===== config.mk =====
export PLATFORM = sky130hd
export DESIGN_NAME = leader_clustering_2d_points_core
export DESIGN_NICKNAME = d
export VERILOG_FILES = /design/src/hdl/lcp_pkg.sv /design/src/hdl/lcp_cell.sv /design/src/hdl/lcp_div.sv /design/src/hdl/leader_clustering_2d_points_core.sv
export SDC_FILE = /design/constraint.sdc
export NUM_CORES = 2
export LEC_CHECK = 0
export CAP_MARGIN = 10
export CORE_MARGIN = 4
export CORE_UTILIZATION = 30
export CTS_BUF_LIST = sky130_fd_sc_hd__clkbuf_16
export DETAILED_ROUTE_END_ITERATION = 10
export DONT_BUFFER_PORTS = 1
export GPL_TIMING_DRIVEN = 0
export PLACE_DENSITY_LB_ADDON = 0.3
export SLEW_MARGIN = 40
export SYNTH_ARGS = -nofsm -noshare
export SYNTH_HDL_FRONTEND = slang
export SYNTH_HIERARCHICAL = 1
export SYNTH_SLANG_ARGS = --single-unit

===== constraint.sdc =====
create_clock -name clk -period 10.5 [get_ports clk]
set_clock_uncertainty 0.05 [all_clocks]
set_input_delay 1.05 -clock clk [delete_from_list [all_inputs] [get_ports clk]]
set_output_delay 1.05 -clock clk [all_outputs]
set_load 0.01 [all_outputs]

===== src/hdl/lcp_pkg.sv =====
package lcp_pkg;

  localparam int unsigned CfgAddrW = 1;
  localparam logic [CfgAddrW-1:0] RegClusterDistance = 1'b0;
  localparam int unsigned ThrW = 16;
  localparam int unsigned LabelW = 6;
  localparam int unsigned FieldW = 16;

  typedef enum logic [5:0] {
    S_IDLE    = 6'b000001,
    S_SCAN    = 6'b000010,
    S_DECIDE  = 6'b000100,
    S_DIV     = 6'b001000,
    S_OUT     = 6'b010000,
    S_RESTORE = 6'b100000
  } state_t;

endpackage


===== src/hdl/lcp_cell.sv =====
module lcp_cell #(
  parameter int CW = 16,
  parameter int NW = 16
) (
  input  logic          clk,
  input  logic          load,
  input  logic          shift,
  input  logic [CW-1:0] in_x,
  input  logic [CW-1:0] in_y,
  input  logic [NW-1:0] in_n,
  output logic [CW-1:0] x,
  output logic [CW-1:0] y,
  output logic [NW-1:0] n
);

  // Take the neighbor's entry on a rotate step, or a direct write.
  always_ff @(posedge clk) begin
    if (shift || load) begin
      x <= in_x;
      y <= in_y;
      n <= in_n;
    end
  end

endmodule


===== src/hdl/lcp_div.sv =====
module lcp_div #(
  parameter int W = 18
) (
  input  logic         clk,
  input  logic         rst,
  input  logic         start,
  input  logic [W-1:0] num,
  input  logic [W-1:0] den,
  output logic         busy,
  output logic [W-1:0] quo
);

  localparam int CntW = $clog2(W + 1);

  logic [W-1:0] rem;
  logic [W-1:0] q;
  logic [W-1:0] d;
  logic [CntW-1:0] cnt;
  logic [W:0] trial;

  assign trial = {rem, q[W-1]};
  assign quo = q;

  // Restoring division, one quotient bit a cycle.
  always_ff @(posedge clk) begin
    if (rst) begin
      busy <= 1'b0;
      cnt <= '0;
    end else if (start) begin
      busy <= 1'b1;
      cnt <= CntW'(W);
      rem <= '0;
      q <= num;
      d <= den;
    end else if (busy) begin
      if (trial >= {1'b0, d}) begin
        rem <= W'(trial - {1'b0, d});
        q <= {q[W-2:0], 1'b1};
      end else begin
        rem <= trial[W-1:0];
        q <= {q[W-2:0], 1'b0};
      end
      cnt <= cnt - 1'b1;
      if (cnt == CntW'(1)) busy <= 1'b0;
    end
  end

endmodule


===== src/hdl/leader_clustering_2d_points_core.sv =====
// Result path: a point is scanned against the table, then the chosen entry is rotated to the head; a
// join also runs the shared bit-serial divider (x, then y), W = max(COORD_WIDTH, COUNT_WIDTH) + 2 bits wide.
// Throughput: one point in flight; the next accept waits until entry 0 is rotated back to the head.
// Reset: rst is synchronous; it empties the table and clears cluster_distance.
module leader_clustering_2d_points_core #(
  parameter int MAX_CLUSTERS = 64,
  parameter int COORD_WIDTH  = 16,
  parameter int COUNT_WIDTH  = 16
) (
  input  logic                       clk,
  input  logic                       rst,
  input  logic                       psel,
  input  logic                       penable,
  input  logic                       pwrite,
  input  logic [lcp_pkg::CfgAddrW+1:0] paddr,
  input  logic [31:0]                pwdata,
  output logic [31:0]                prdata,
  output logic                       pready,
  input  logic                       valid_in,
  output logic                       ready_in,
  input  logic [COORD_WIDTH-1:0]     point_x,
  input  logic [COORD_WIDTH-1:0]     point_y,
  input  logic                       first_of_set,
  output logic                       valid_out,
  input  logic                       ready_out,
  output logic [lcp_pkg::LabelW-1:0] cluster_label,
  output logic                       new_cluster,
  output logic                       table_full,
  output logic [lcp_pkg::FieldW-1:0] mean_x,
  output logic [lcp_pkg::FieldW-1:0] mean_y,
  output logic [lcp_pkg::FieldW-1:0] member_count
);

  localparam int N    = MAX_CLUSTERS;
  localparam int IW   = $clog2(N);
  localparam int UW   = $clog2(N + 1);
  localparam int CW   = COORD_WIDTH;
  localparam int NW   = COUNT_WIDTH;
  localparam int SW   = 2 * CW + 1;
  localparam int DW   = (CW > NW ? CW : NW) + 2;
  localparam logic [NW-1:0] CountMax = {NW{1'b1}};

  // Configuration
  logic [lcp_pkg::ThrW-1:0] cluster_distance;
  logic [2*lcp_pkg::ThrW-1:0] thr2;
  assign pready = 1'b1;
  assign prdata = 32'(cluster_distance);
  always_ff @(posedge clk) begin
    if (rst) begin
      cluster_distance <= '0;
    end else if (psel && penable && pwrite &&
                 paddr[lcp_pkg::CfgAddrW+1:2] == lcp_pkg::RegClusterDistance) begin
      cluster_distance <= pwdata[lcp_pkg::ThrW-1:0];
    end
  end
  always_ff @(posedge clk) thr2 <= cluster_distance * cluster_distance;

  lcp_pkg::state_t state;
  logic [UW-1:0] used;
  logic [UW-1:0] step;
  logic [CW-1:0] px, py;
  logic [IW-1:0] label;
  logic found;
  logic [SW-1:0] best;
  logic join_d, open_d, full_d;
  logic phase_y;
  logic [CW-1:0] new_x;
  logic sub_pending;
  logic decided;

  // Chain of cells; cell 0 is the head, the tail feeds back to the head.
  logic [CW-1:0] cx [N];
  logic [CW-1:0] cy [N];
  logic [NW-1:0] cn [N];
  logic [CW-1:0] ix [N];
  logic [CW-1:0] iy [N];
  logic [NW-1:0] in_n [N];
  logic rot, wr_head;
  logic [CW-1:0] wx, wy;
  logic [NW-1:0] wn;

  for (genvar i = 0; i < N; i++) begin : g_cell
    if (i == 0) begin : g_head
      assign ix[i] = wr_head ? wx : cx[N-1];
      assign iy[i] = wr_head ? wy : cy[N-1];
      assign in_n[i] = wr_head ? wn : cn[N-1];
    end else begin : g_body
      assign ix[i] = cx[i-1];
      assign iy[i] = cy[i-1];
      assign in_n[i] = cn[i-1];
    end
    lcp_cell #(.CW(CW), .NW(NW)) u_cell (
      .clk(clk), .load(wr_head && i == 0), .shift(rot),
      .in_x(ix[i]), .in_y(iy[i]), .in_n(in_n[i]),
      .x(cx[i]), .y(cy[i]), .n(cn[i])
    );
  end

  // Distance at the head cell; the head holds entry index step.
  logic [CW-1:0] dx, dy;
  logic [2*CW-1:0] sqx, sqy;
  logic [SW-1:0] dsq;
  logic [IW-1:0] sidx;
  logic svalid;
  always_ff @(posedge clk) begin
    sqx <= dx * dx;
    sqy <= dy * dy;
  end
  assign dx = px > cx[0] ? px - cx[0] : cx[0] - px;
  assign dy = py > cy[0] ? py - cy[0] : cy[0] - py;
  assign dsq = SW'(sqx) + SW'(sqy);

  // Divider for the running mean.
  logic div_start, div_busy;
  logic [DW-1:0] div_num, div_den, div_q;
  lcp_div #(.W(DW)) u_div (
    .clk(clk), .rst(rst), .start(div_start), .num(div_num), .den(div_den),
    .busy(div_busy), .quo(div_q)
  );

  // Mean step operands for the head cell's entry, with n the old count.
  logic [CW-1:0] m_cur, p_cur;
  logic [DW-1:0] den, half, mag;
  logic up, dn_sub;
  assign m_cur = phase_y ? cy[0] : cx[0];
  assign p_cur = phase_y ? py : px;
  assign den = DW'(cn[0]) + 1'b1;
  assign half = den >> 1;
  assign up = p_cur >= m_cur;
  assign mag = up ? DW'(p_cur - m_cur) : DW'(m_cur - p_cur);
  assign dn_sub = !up && half < mag;
  always_comb begin
    if (up) div_num = mag + half;
    else if (!dn_sub) div_num = half - mag;
    else div_num = mag - half + den - 1'b1;
  end
  assign div_den = den;
  logic sub_r;
  logic [CW-1:0] stepped;
  assign stepped = sub_r ? CW'(m_cur - CW'(div_q)) : CW'(m_cur + CW'(div_q));

  logic done_div;
  logic dv_q;
  always_ff @(posedge clk) dv_q <= div_busy;
  assign done_div = dv_q && !div_busy;

  assign ready_in = state == lcp_pkg::S_IDLE;

  always_comb begin
    rot = 1'b0;
    wr_head = 1'b0;
    wx = px;
    wy = py;
    wn = NW'(1);
    div_start = 1'b0;
    case (state)
      lcp_pkg::S_SCAN: rot = step < UW'(N);
      lcp_pkg::S_DECIDE: rot = decided && IW'(step) != label;
      lcp_pkg::S_DIV: begin
        div_start = !div_busy && !dv_q && !sub_pending;
        if (done_div && phase_y) begin
          wr_head = 1'b1;
          wx = new_x;
          wy = stepped;
          wn = cn[0] < CountMax ? cn[0] + 1'b1 : cn[0];
        end
      end
      // store the opened entry at the head
      lcp_pkg::S_OUT: wr_head = !valid_out && open_d;
      // rotate entry 0 back to the head
      lcp_pkg::S_RESTORE: rot = step != '0 && step != UW'(N);
      default: ;
    endcase
  end

  // Sequencer: scan the rotation, bring the chosen entry to the head, update and output, then rotate back.
  always_ff @(posedge clk) begin
    if (rst) begin
      state <= lcp_pkg::S_IDLE;
      used <= '0;
      valid_out <= 1'b0;
      sub_pending <= 1'b0;
    end else begin
      case (state)
        lcp_pkg::S_IDLE: begin
          if (valid_in) begin
            px <= point_x;
            py <= point_y;
            if (first_of_set) used <= '0;
            step <= '0;
            found <= 1'b0;
            svalid <= 1'b0;
            state <= lcp_pkg::S_SCAN;
          end
        end
        lcp_pkg::S_SCAN: begin
          // head holds entry step; result of previous head lands now
          svalid <= step < used;
          sidx <= IW'(step);
          if (svalid && (!found || dsq < best)) begin
            found <= 1'b1;
            best <= dsq;
            label <= sidx;
          end
          if (step < UW'(N)) step <= step + 1'b1;
          else begin
            join_d <= 1'b0;
            open_d <= 1'b0;
            full_d <= 1'b0;
            decided <= 1'b0;
            step <= '0;
            state <= lcp_pkg::S_DECIDE;
          end
        end
        lcp_pkg::S_DECIDE: begin
          if (!decided) begin
            decided <= 1'b1;
            if (found && best < SW'(thr2)) join_d <= 1'b1;
            else if (used < UW'(N)) begin
              open_d <= 1'b1;
              label <= IW'(used);
            end else full_d <= 1'b1;
          end
          // rotate until the labelled entry sits at the head
          if (decided) begin
            if (IW'(step) == label) begin
              if (join_d) begin
                phase_y <= 1'b0;
                sub_pending <= 1'b0;
                state <= lcp_pkg::S_DIV;
              end else state <= lcp_pkg::S_OUT;
            end else step <= step + 1'b1;
          end
        end
        lcp_pkg::S_DIV: begin
          if (div_start) sub_r <= dn_sub;
          if (div_start) sub_pending <= 1'b1;
          if (done_div) begin
            sub_pending <= 1'b0;
            if (!phase_y) begin
              new_x <= stepped;
              phase_y <= 1'b1;
            end else state <= lcp_pkg::S_OUT;
          end
        end
        lcp_pkg::S_OUT: begin
          if (!valid_out) begin
            if (open_d) begin
              used <= used + 1'b1;
            end
            cluster_label <= lcp_pkg::LabelW'(label);
            new_cluster <= open_d;
            table_full <= full_d;
            mean_x <= lcp_pkg::FieldW'(open_d ? px : cx[0]);
            mean_y <= lcp_pkg::FieldW'(open_d ? py : cy[0]);
            member_count <= lcp_pkg::FieldW'(open_d ? NW'(1) : cn[0]);
            valid_out <= 1'b1;
          end else if (ready_out) begin
            valid_out <= 1'b0;
            state <= lcp_pkg::S_RESTORE;
          end
        end
        lcp_pkg::S_RESTORE: begin
          if (step == '0 || step == UW'(N)) state <= lcp_pkg::S_IDLE;
          else step <= step + 1'b1;
        end
        default: state <= lcp_pkg::S_IDLE;
      endcase
    end
  end

  // Hold the result beat until it is taken.
  assert property (@(posedge clk) disable iff (rst)
    valid_out && !ready_out |=> valid_out && $stable(cluster_label) &&
      $stable(new_cluster) && $stable(table_full) && $stable(mean_x) &&
      $stable(mean_y) && $stable(member_count));
  // Take no input while a result is pending.
  assert property (@(posedge clk) disable iff (rst) ready_in |-> !valid_out);
  // Keep the sequencer one-hot.
  assert property (@(posedge clk) disable iff (rst) $onehot(state));
  // Keep the fill count within the table.
  assert property (@(posedge clk) disable iff (rst) used <= UW'(N));

endmodule

==> metrics.md <==
| Metric | Value |
|---|---|
| Outcome | `finished, final reports clean` |
| TritonCTS clock tree | `built` |
| Hold Buf Count CTS | `0` |
| DP Wirelength | `228000 um` |
| CP required | `11.16 ns` |
| Num CTS Buffers | `324` |
| Clock Path Buffers | `4` |
| CTS sink count | `roughly 3400` |
| Area of the core | `0.461 mm2` |
| Hold Path Stages | `1` |
| Total track usage | `13.0%` |
| Fraction of layout cells with a size suffix above 1 | `9.87%` |
| Hold Crit Start | `rst` |
| Starting Density | `between 30 and 40%` |
| Slew headroom | `40.7%` |
| Area growth syn-to-layout | `15.5%` |
| CP Buf/Inv Count | `8` |
| Fin worst setup slack | `about 0.33 ns` |
| R2r setup slk | `0.33 ns` |
| Worst Setup Path Type | `flop to flop` |
| Pre-CTS setup slack | `-1.03 ns` |
| Slowest-stage cell, CP | `or4_4` |
| Primary FF master, synth | `edfxtp_1` |
| Worst Path Arrival | `10.83 ns` |
| Cell leakage power | `60.7 nW` |
| Die area | `0.475 mm2` |
| Critical-path maximum fanout | `9` |
| Synth Cell Area | `0.139 mm2` |
| Avg Inst Size Synth | `16.7 um2` |
| Cells after Synth | `8336` |
| Clock latency on the worst-skew pair | `0.97 ns` |
| Critical path capture point type | `flop` |
| Tcrit/Tclk final | `96.9%` |
| Yosys warning total | `6` |
| Num ports | `166` |
| Sequential area share after synthesis | `72.9%` |
| DRC violation count after routing | `0` |
| Chip width | `689 um` |
| Mean routed wirelength per cell | `20.5 um` |
| Post-route cell area | `0.161 mm2` |
| Util after Layout | `34.8%` |
| # port buffers | `0` |
| Vias in the first global route | `about 70000` |
| Startpoint Class | `flop` |
| GRT overflow | `0` |
| Area after DPL | `between 0.1 and 0.15 mm2` |
| Vias per cell | `4.44` |
| F_max | `0.0983 GHz` |
| Reg2reg start | `py[10]$_DFFE_PP_` |
| DRT antenna net count | `0` |
| Worst path max stage delay | `0.64 ns` |
| Drt pass-1 iters | `5` |
| Reg2reg end | `sqy[31]$_DFF_P_` |
| FP Rows | `roughly 250` |
| Largest net degree at the start of global routing | `37` |
| Power per cell area | `315 mW/mm2` |
| Slew @ Worst Pin | `0.890 ns` |
| Post-synth EDFFs | `3290` |
| Initial antenna violation count | `29` |
| Fin. max-slew vios | `0` |
| H-tree levels | `5` |
| Final hold violations | `0` |
| Post-synth ARST share | `0%` |
| Iter 0 DRT Violations | `5087` |
| Most frequent CP cell | `fa_1` |
| DIE HEIGHT | `689 um` |
| Worst-path clk slew | `roughly 0.060 ns` |
| Crit-path leading delay family | `adder cells` |
| Post-layout nets | `10000` |
| Final-report setup violation count | `0` |
| Count of different cell masters after synthesis | `103` |
| Total negative slack | `0 ns` |
| Max-cap violations | `0` |
| Maximum vdd drop | `approximately 1.2 mV` |
| Hold EP | `u_div/cnt[1]$_SDFFE_PP0N_` |
| Clock root buffer | `clkbuf_16` |
| Total wire length | `314000 um` |
| Routability Congestion | `0.883` |
| Vias | `67900` |
| R2R cell count | `35` |
| First-pass GRT wire length | `464000 um` |
| Min Tclk post-route | `about 10 ns` |
| Worst hold path type | `primary input to flop` |
| Register bit total from synthesis | `3421` |
where the power goes:
part,leakage (nW),total [mW],internal [mW],switching [mW]
clock,5.36,11.5,6.51,5.03
sequential,33.2,16.9,16.5,0.357
combinational,22.1,22.2,9.11,13.1
total,60.7,50.6,32.2,18.4
synthesized netlist by cell type, types with 115 or more instances:
cell type / instances / area, um2
o21ai_0: 190 / 951
dfxtp_1: 131 / 2620
nor2_1: 395 / 1480
a21o_1: 147 / 1100
clkbuf_1: 115 / 432
inv_1: 990 / 3720
a21oi_1: 319 / 1600
nand2_1: 469 / 1760
xnor2_1: 171 / 1500
ha_1: 574 / 7180
fa_1: 515 / 10300
edfxtp_1: 3290 / 98800
per-layer routing:
| layer | global-route usage [%] | up-vias | routed length (um) |
|---|---|---|---|
| met5 | 0 | - | 27 |
| met4 | 3.41 | 6 | 8290 |
| met3 | 2.40 | 433 | 18800 |
| met2 | 21.6 | 1646 | 150000 |
| met1 | 17.6 | 34900 | 137000 |
| li1 | - | 30900 | - |
per-stage QoR:
stage               power [mW]  hold slack [ns]  instances
floorplan                 32.8            0.350       8415
global placement          39.0            0.350      14600
detailed placement        39.1            0.355      14700
CTS                       51.1          0.00775      15300
global route              54.6           0.0347      15300
finish                    50.6            0.117      15300
flip-flops by register name, summed over array words and instances, names as in the netlist, 18 cells and up:
name / cells
g_cell.u_cell/n: 1024
g_cell.u_cell/x: 1024
g_cell.u_cell/y: 1024
best: 33
sqx: 31
sqy: 31
thr2: 31
u_div/d: 18
u_div/quo: 18
u_div/rem: 18
kinds of logic after synthesis:
family	after synthesis	synth area share, %
DFF	3421	72.9
and+or+nand+nor	1337	4.45
buffers and inverters	1166	3.27
adders and majority gates	1089	12.6
AOI/OAI and AO/OA	983	4.53
xor gates and xnor gates	268	1.76
muxes	70	0.532
other	2	0.00540
area by class of cell:
type                    instances  area [um2]
diodes                         10        25.0
plain buffers                 158         830
clock buffers                 331        8280
clock inverters               251        2250
fillers                     43600      300000
inverters                     999        3760
multi-input cells            3828       34200
flip-flops and latches       3421      101000
well taps                    6149        7690
repair buffers                152        2210
placed cells by master (no fill, tap or decap), types with 18 or more instances in the layout:
master     instances
edfxtp_1        3290
inv_1           1045
ha_1             570
fa_1             515
nand2_1          468
nor2_1           391
clkbuf_16        331
a21oi_1          314
o21ai_0          185
xnor2_1          157
a21o_1           147
dfxtp_1          130
clkbuf_1          85
conb_1            81
xor2_1            80
buf_4             77
buf_12            72
o21a_1            70
clkinv_1          70
or2_4             64
clkinv_2          57
and2_1            56
nor3_1            54
nand3_1           52
nor2b_1           46
mux2i_1           39
nand4_1           36
nand2b_1          36
o21bai_1          32
bufinv_16         30
a211oi_1          29
and3_1            27
buf_2             25
a31oi_1           21
mux2_2            19
o211ai_1          18
nor4_1            18
worst max path at each step:
stage / from / to / slack [ns] / cells after the start
CTS: py[8]$_DFFE_PP_ / sqy[31]$_DFF_P_ / 0.0007 / 37
global placement: px[0]$_DFFE_PP_ / sqx[31]$_DFF_P_ / -1.88 / 32
floorplan: py[3]$_DFFE_PP_ / sqy[31]$_DFF_P_ / 1.42 / 34
global route: py[8]$_DFFE_PP_ / sqy[31]$_DFF_P_ / -0.009 / 36
finish: py[10]$_DFFE_PP_ / sqy[31]$_DFF_P_ / 0.33 / 35
detailed placement: g_cell[0].u_cell/y[15]$_DFFE_PP_ / sqy[31]$_DFF_P_ / -1.03 / 32
repair_timing:
action | in CTS | in global routing
endpoints found under the hold margin | 0 | 0
pin swaps | 5 | 8
buffers inserted | 35 | 11
cloned | 0 | 0
resized for setup | 37 | 40
setup endpoints to repair | 36 | 32
worst reg2reg max path, delay by kind of cell (launching register included):
| kind | cells | cell delay (ns) |
|---|---|---|
| mux | 1 | 0.35 |
| fa+ha+maj | 8 | 3.91 |
| compound gates | 12 | 2.44 |
| buf+inv | 8 | 0.98 |
| simple gates | 4 | 1.22 |
| flops | 1 | 0.46 |
| xor+xnor | 2 | 0.52 |
Power figures use the tool's default switching activity.
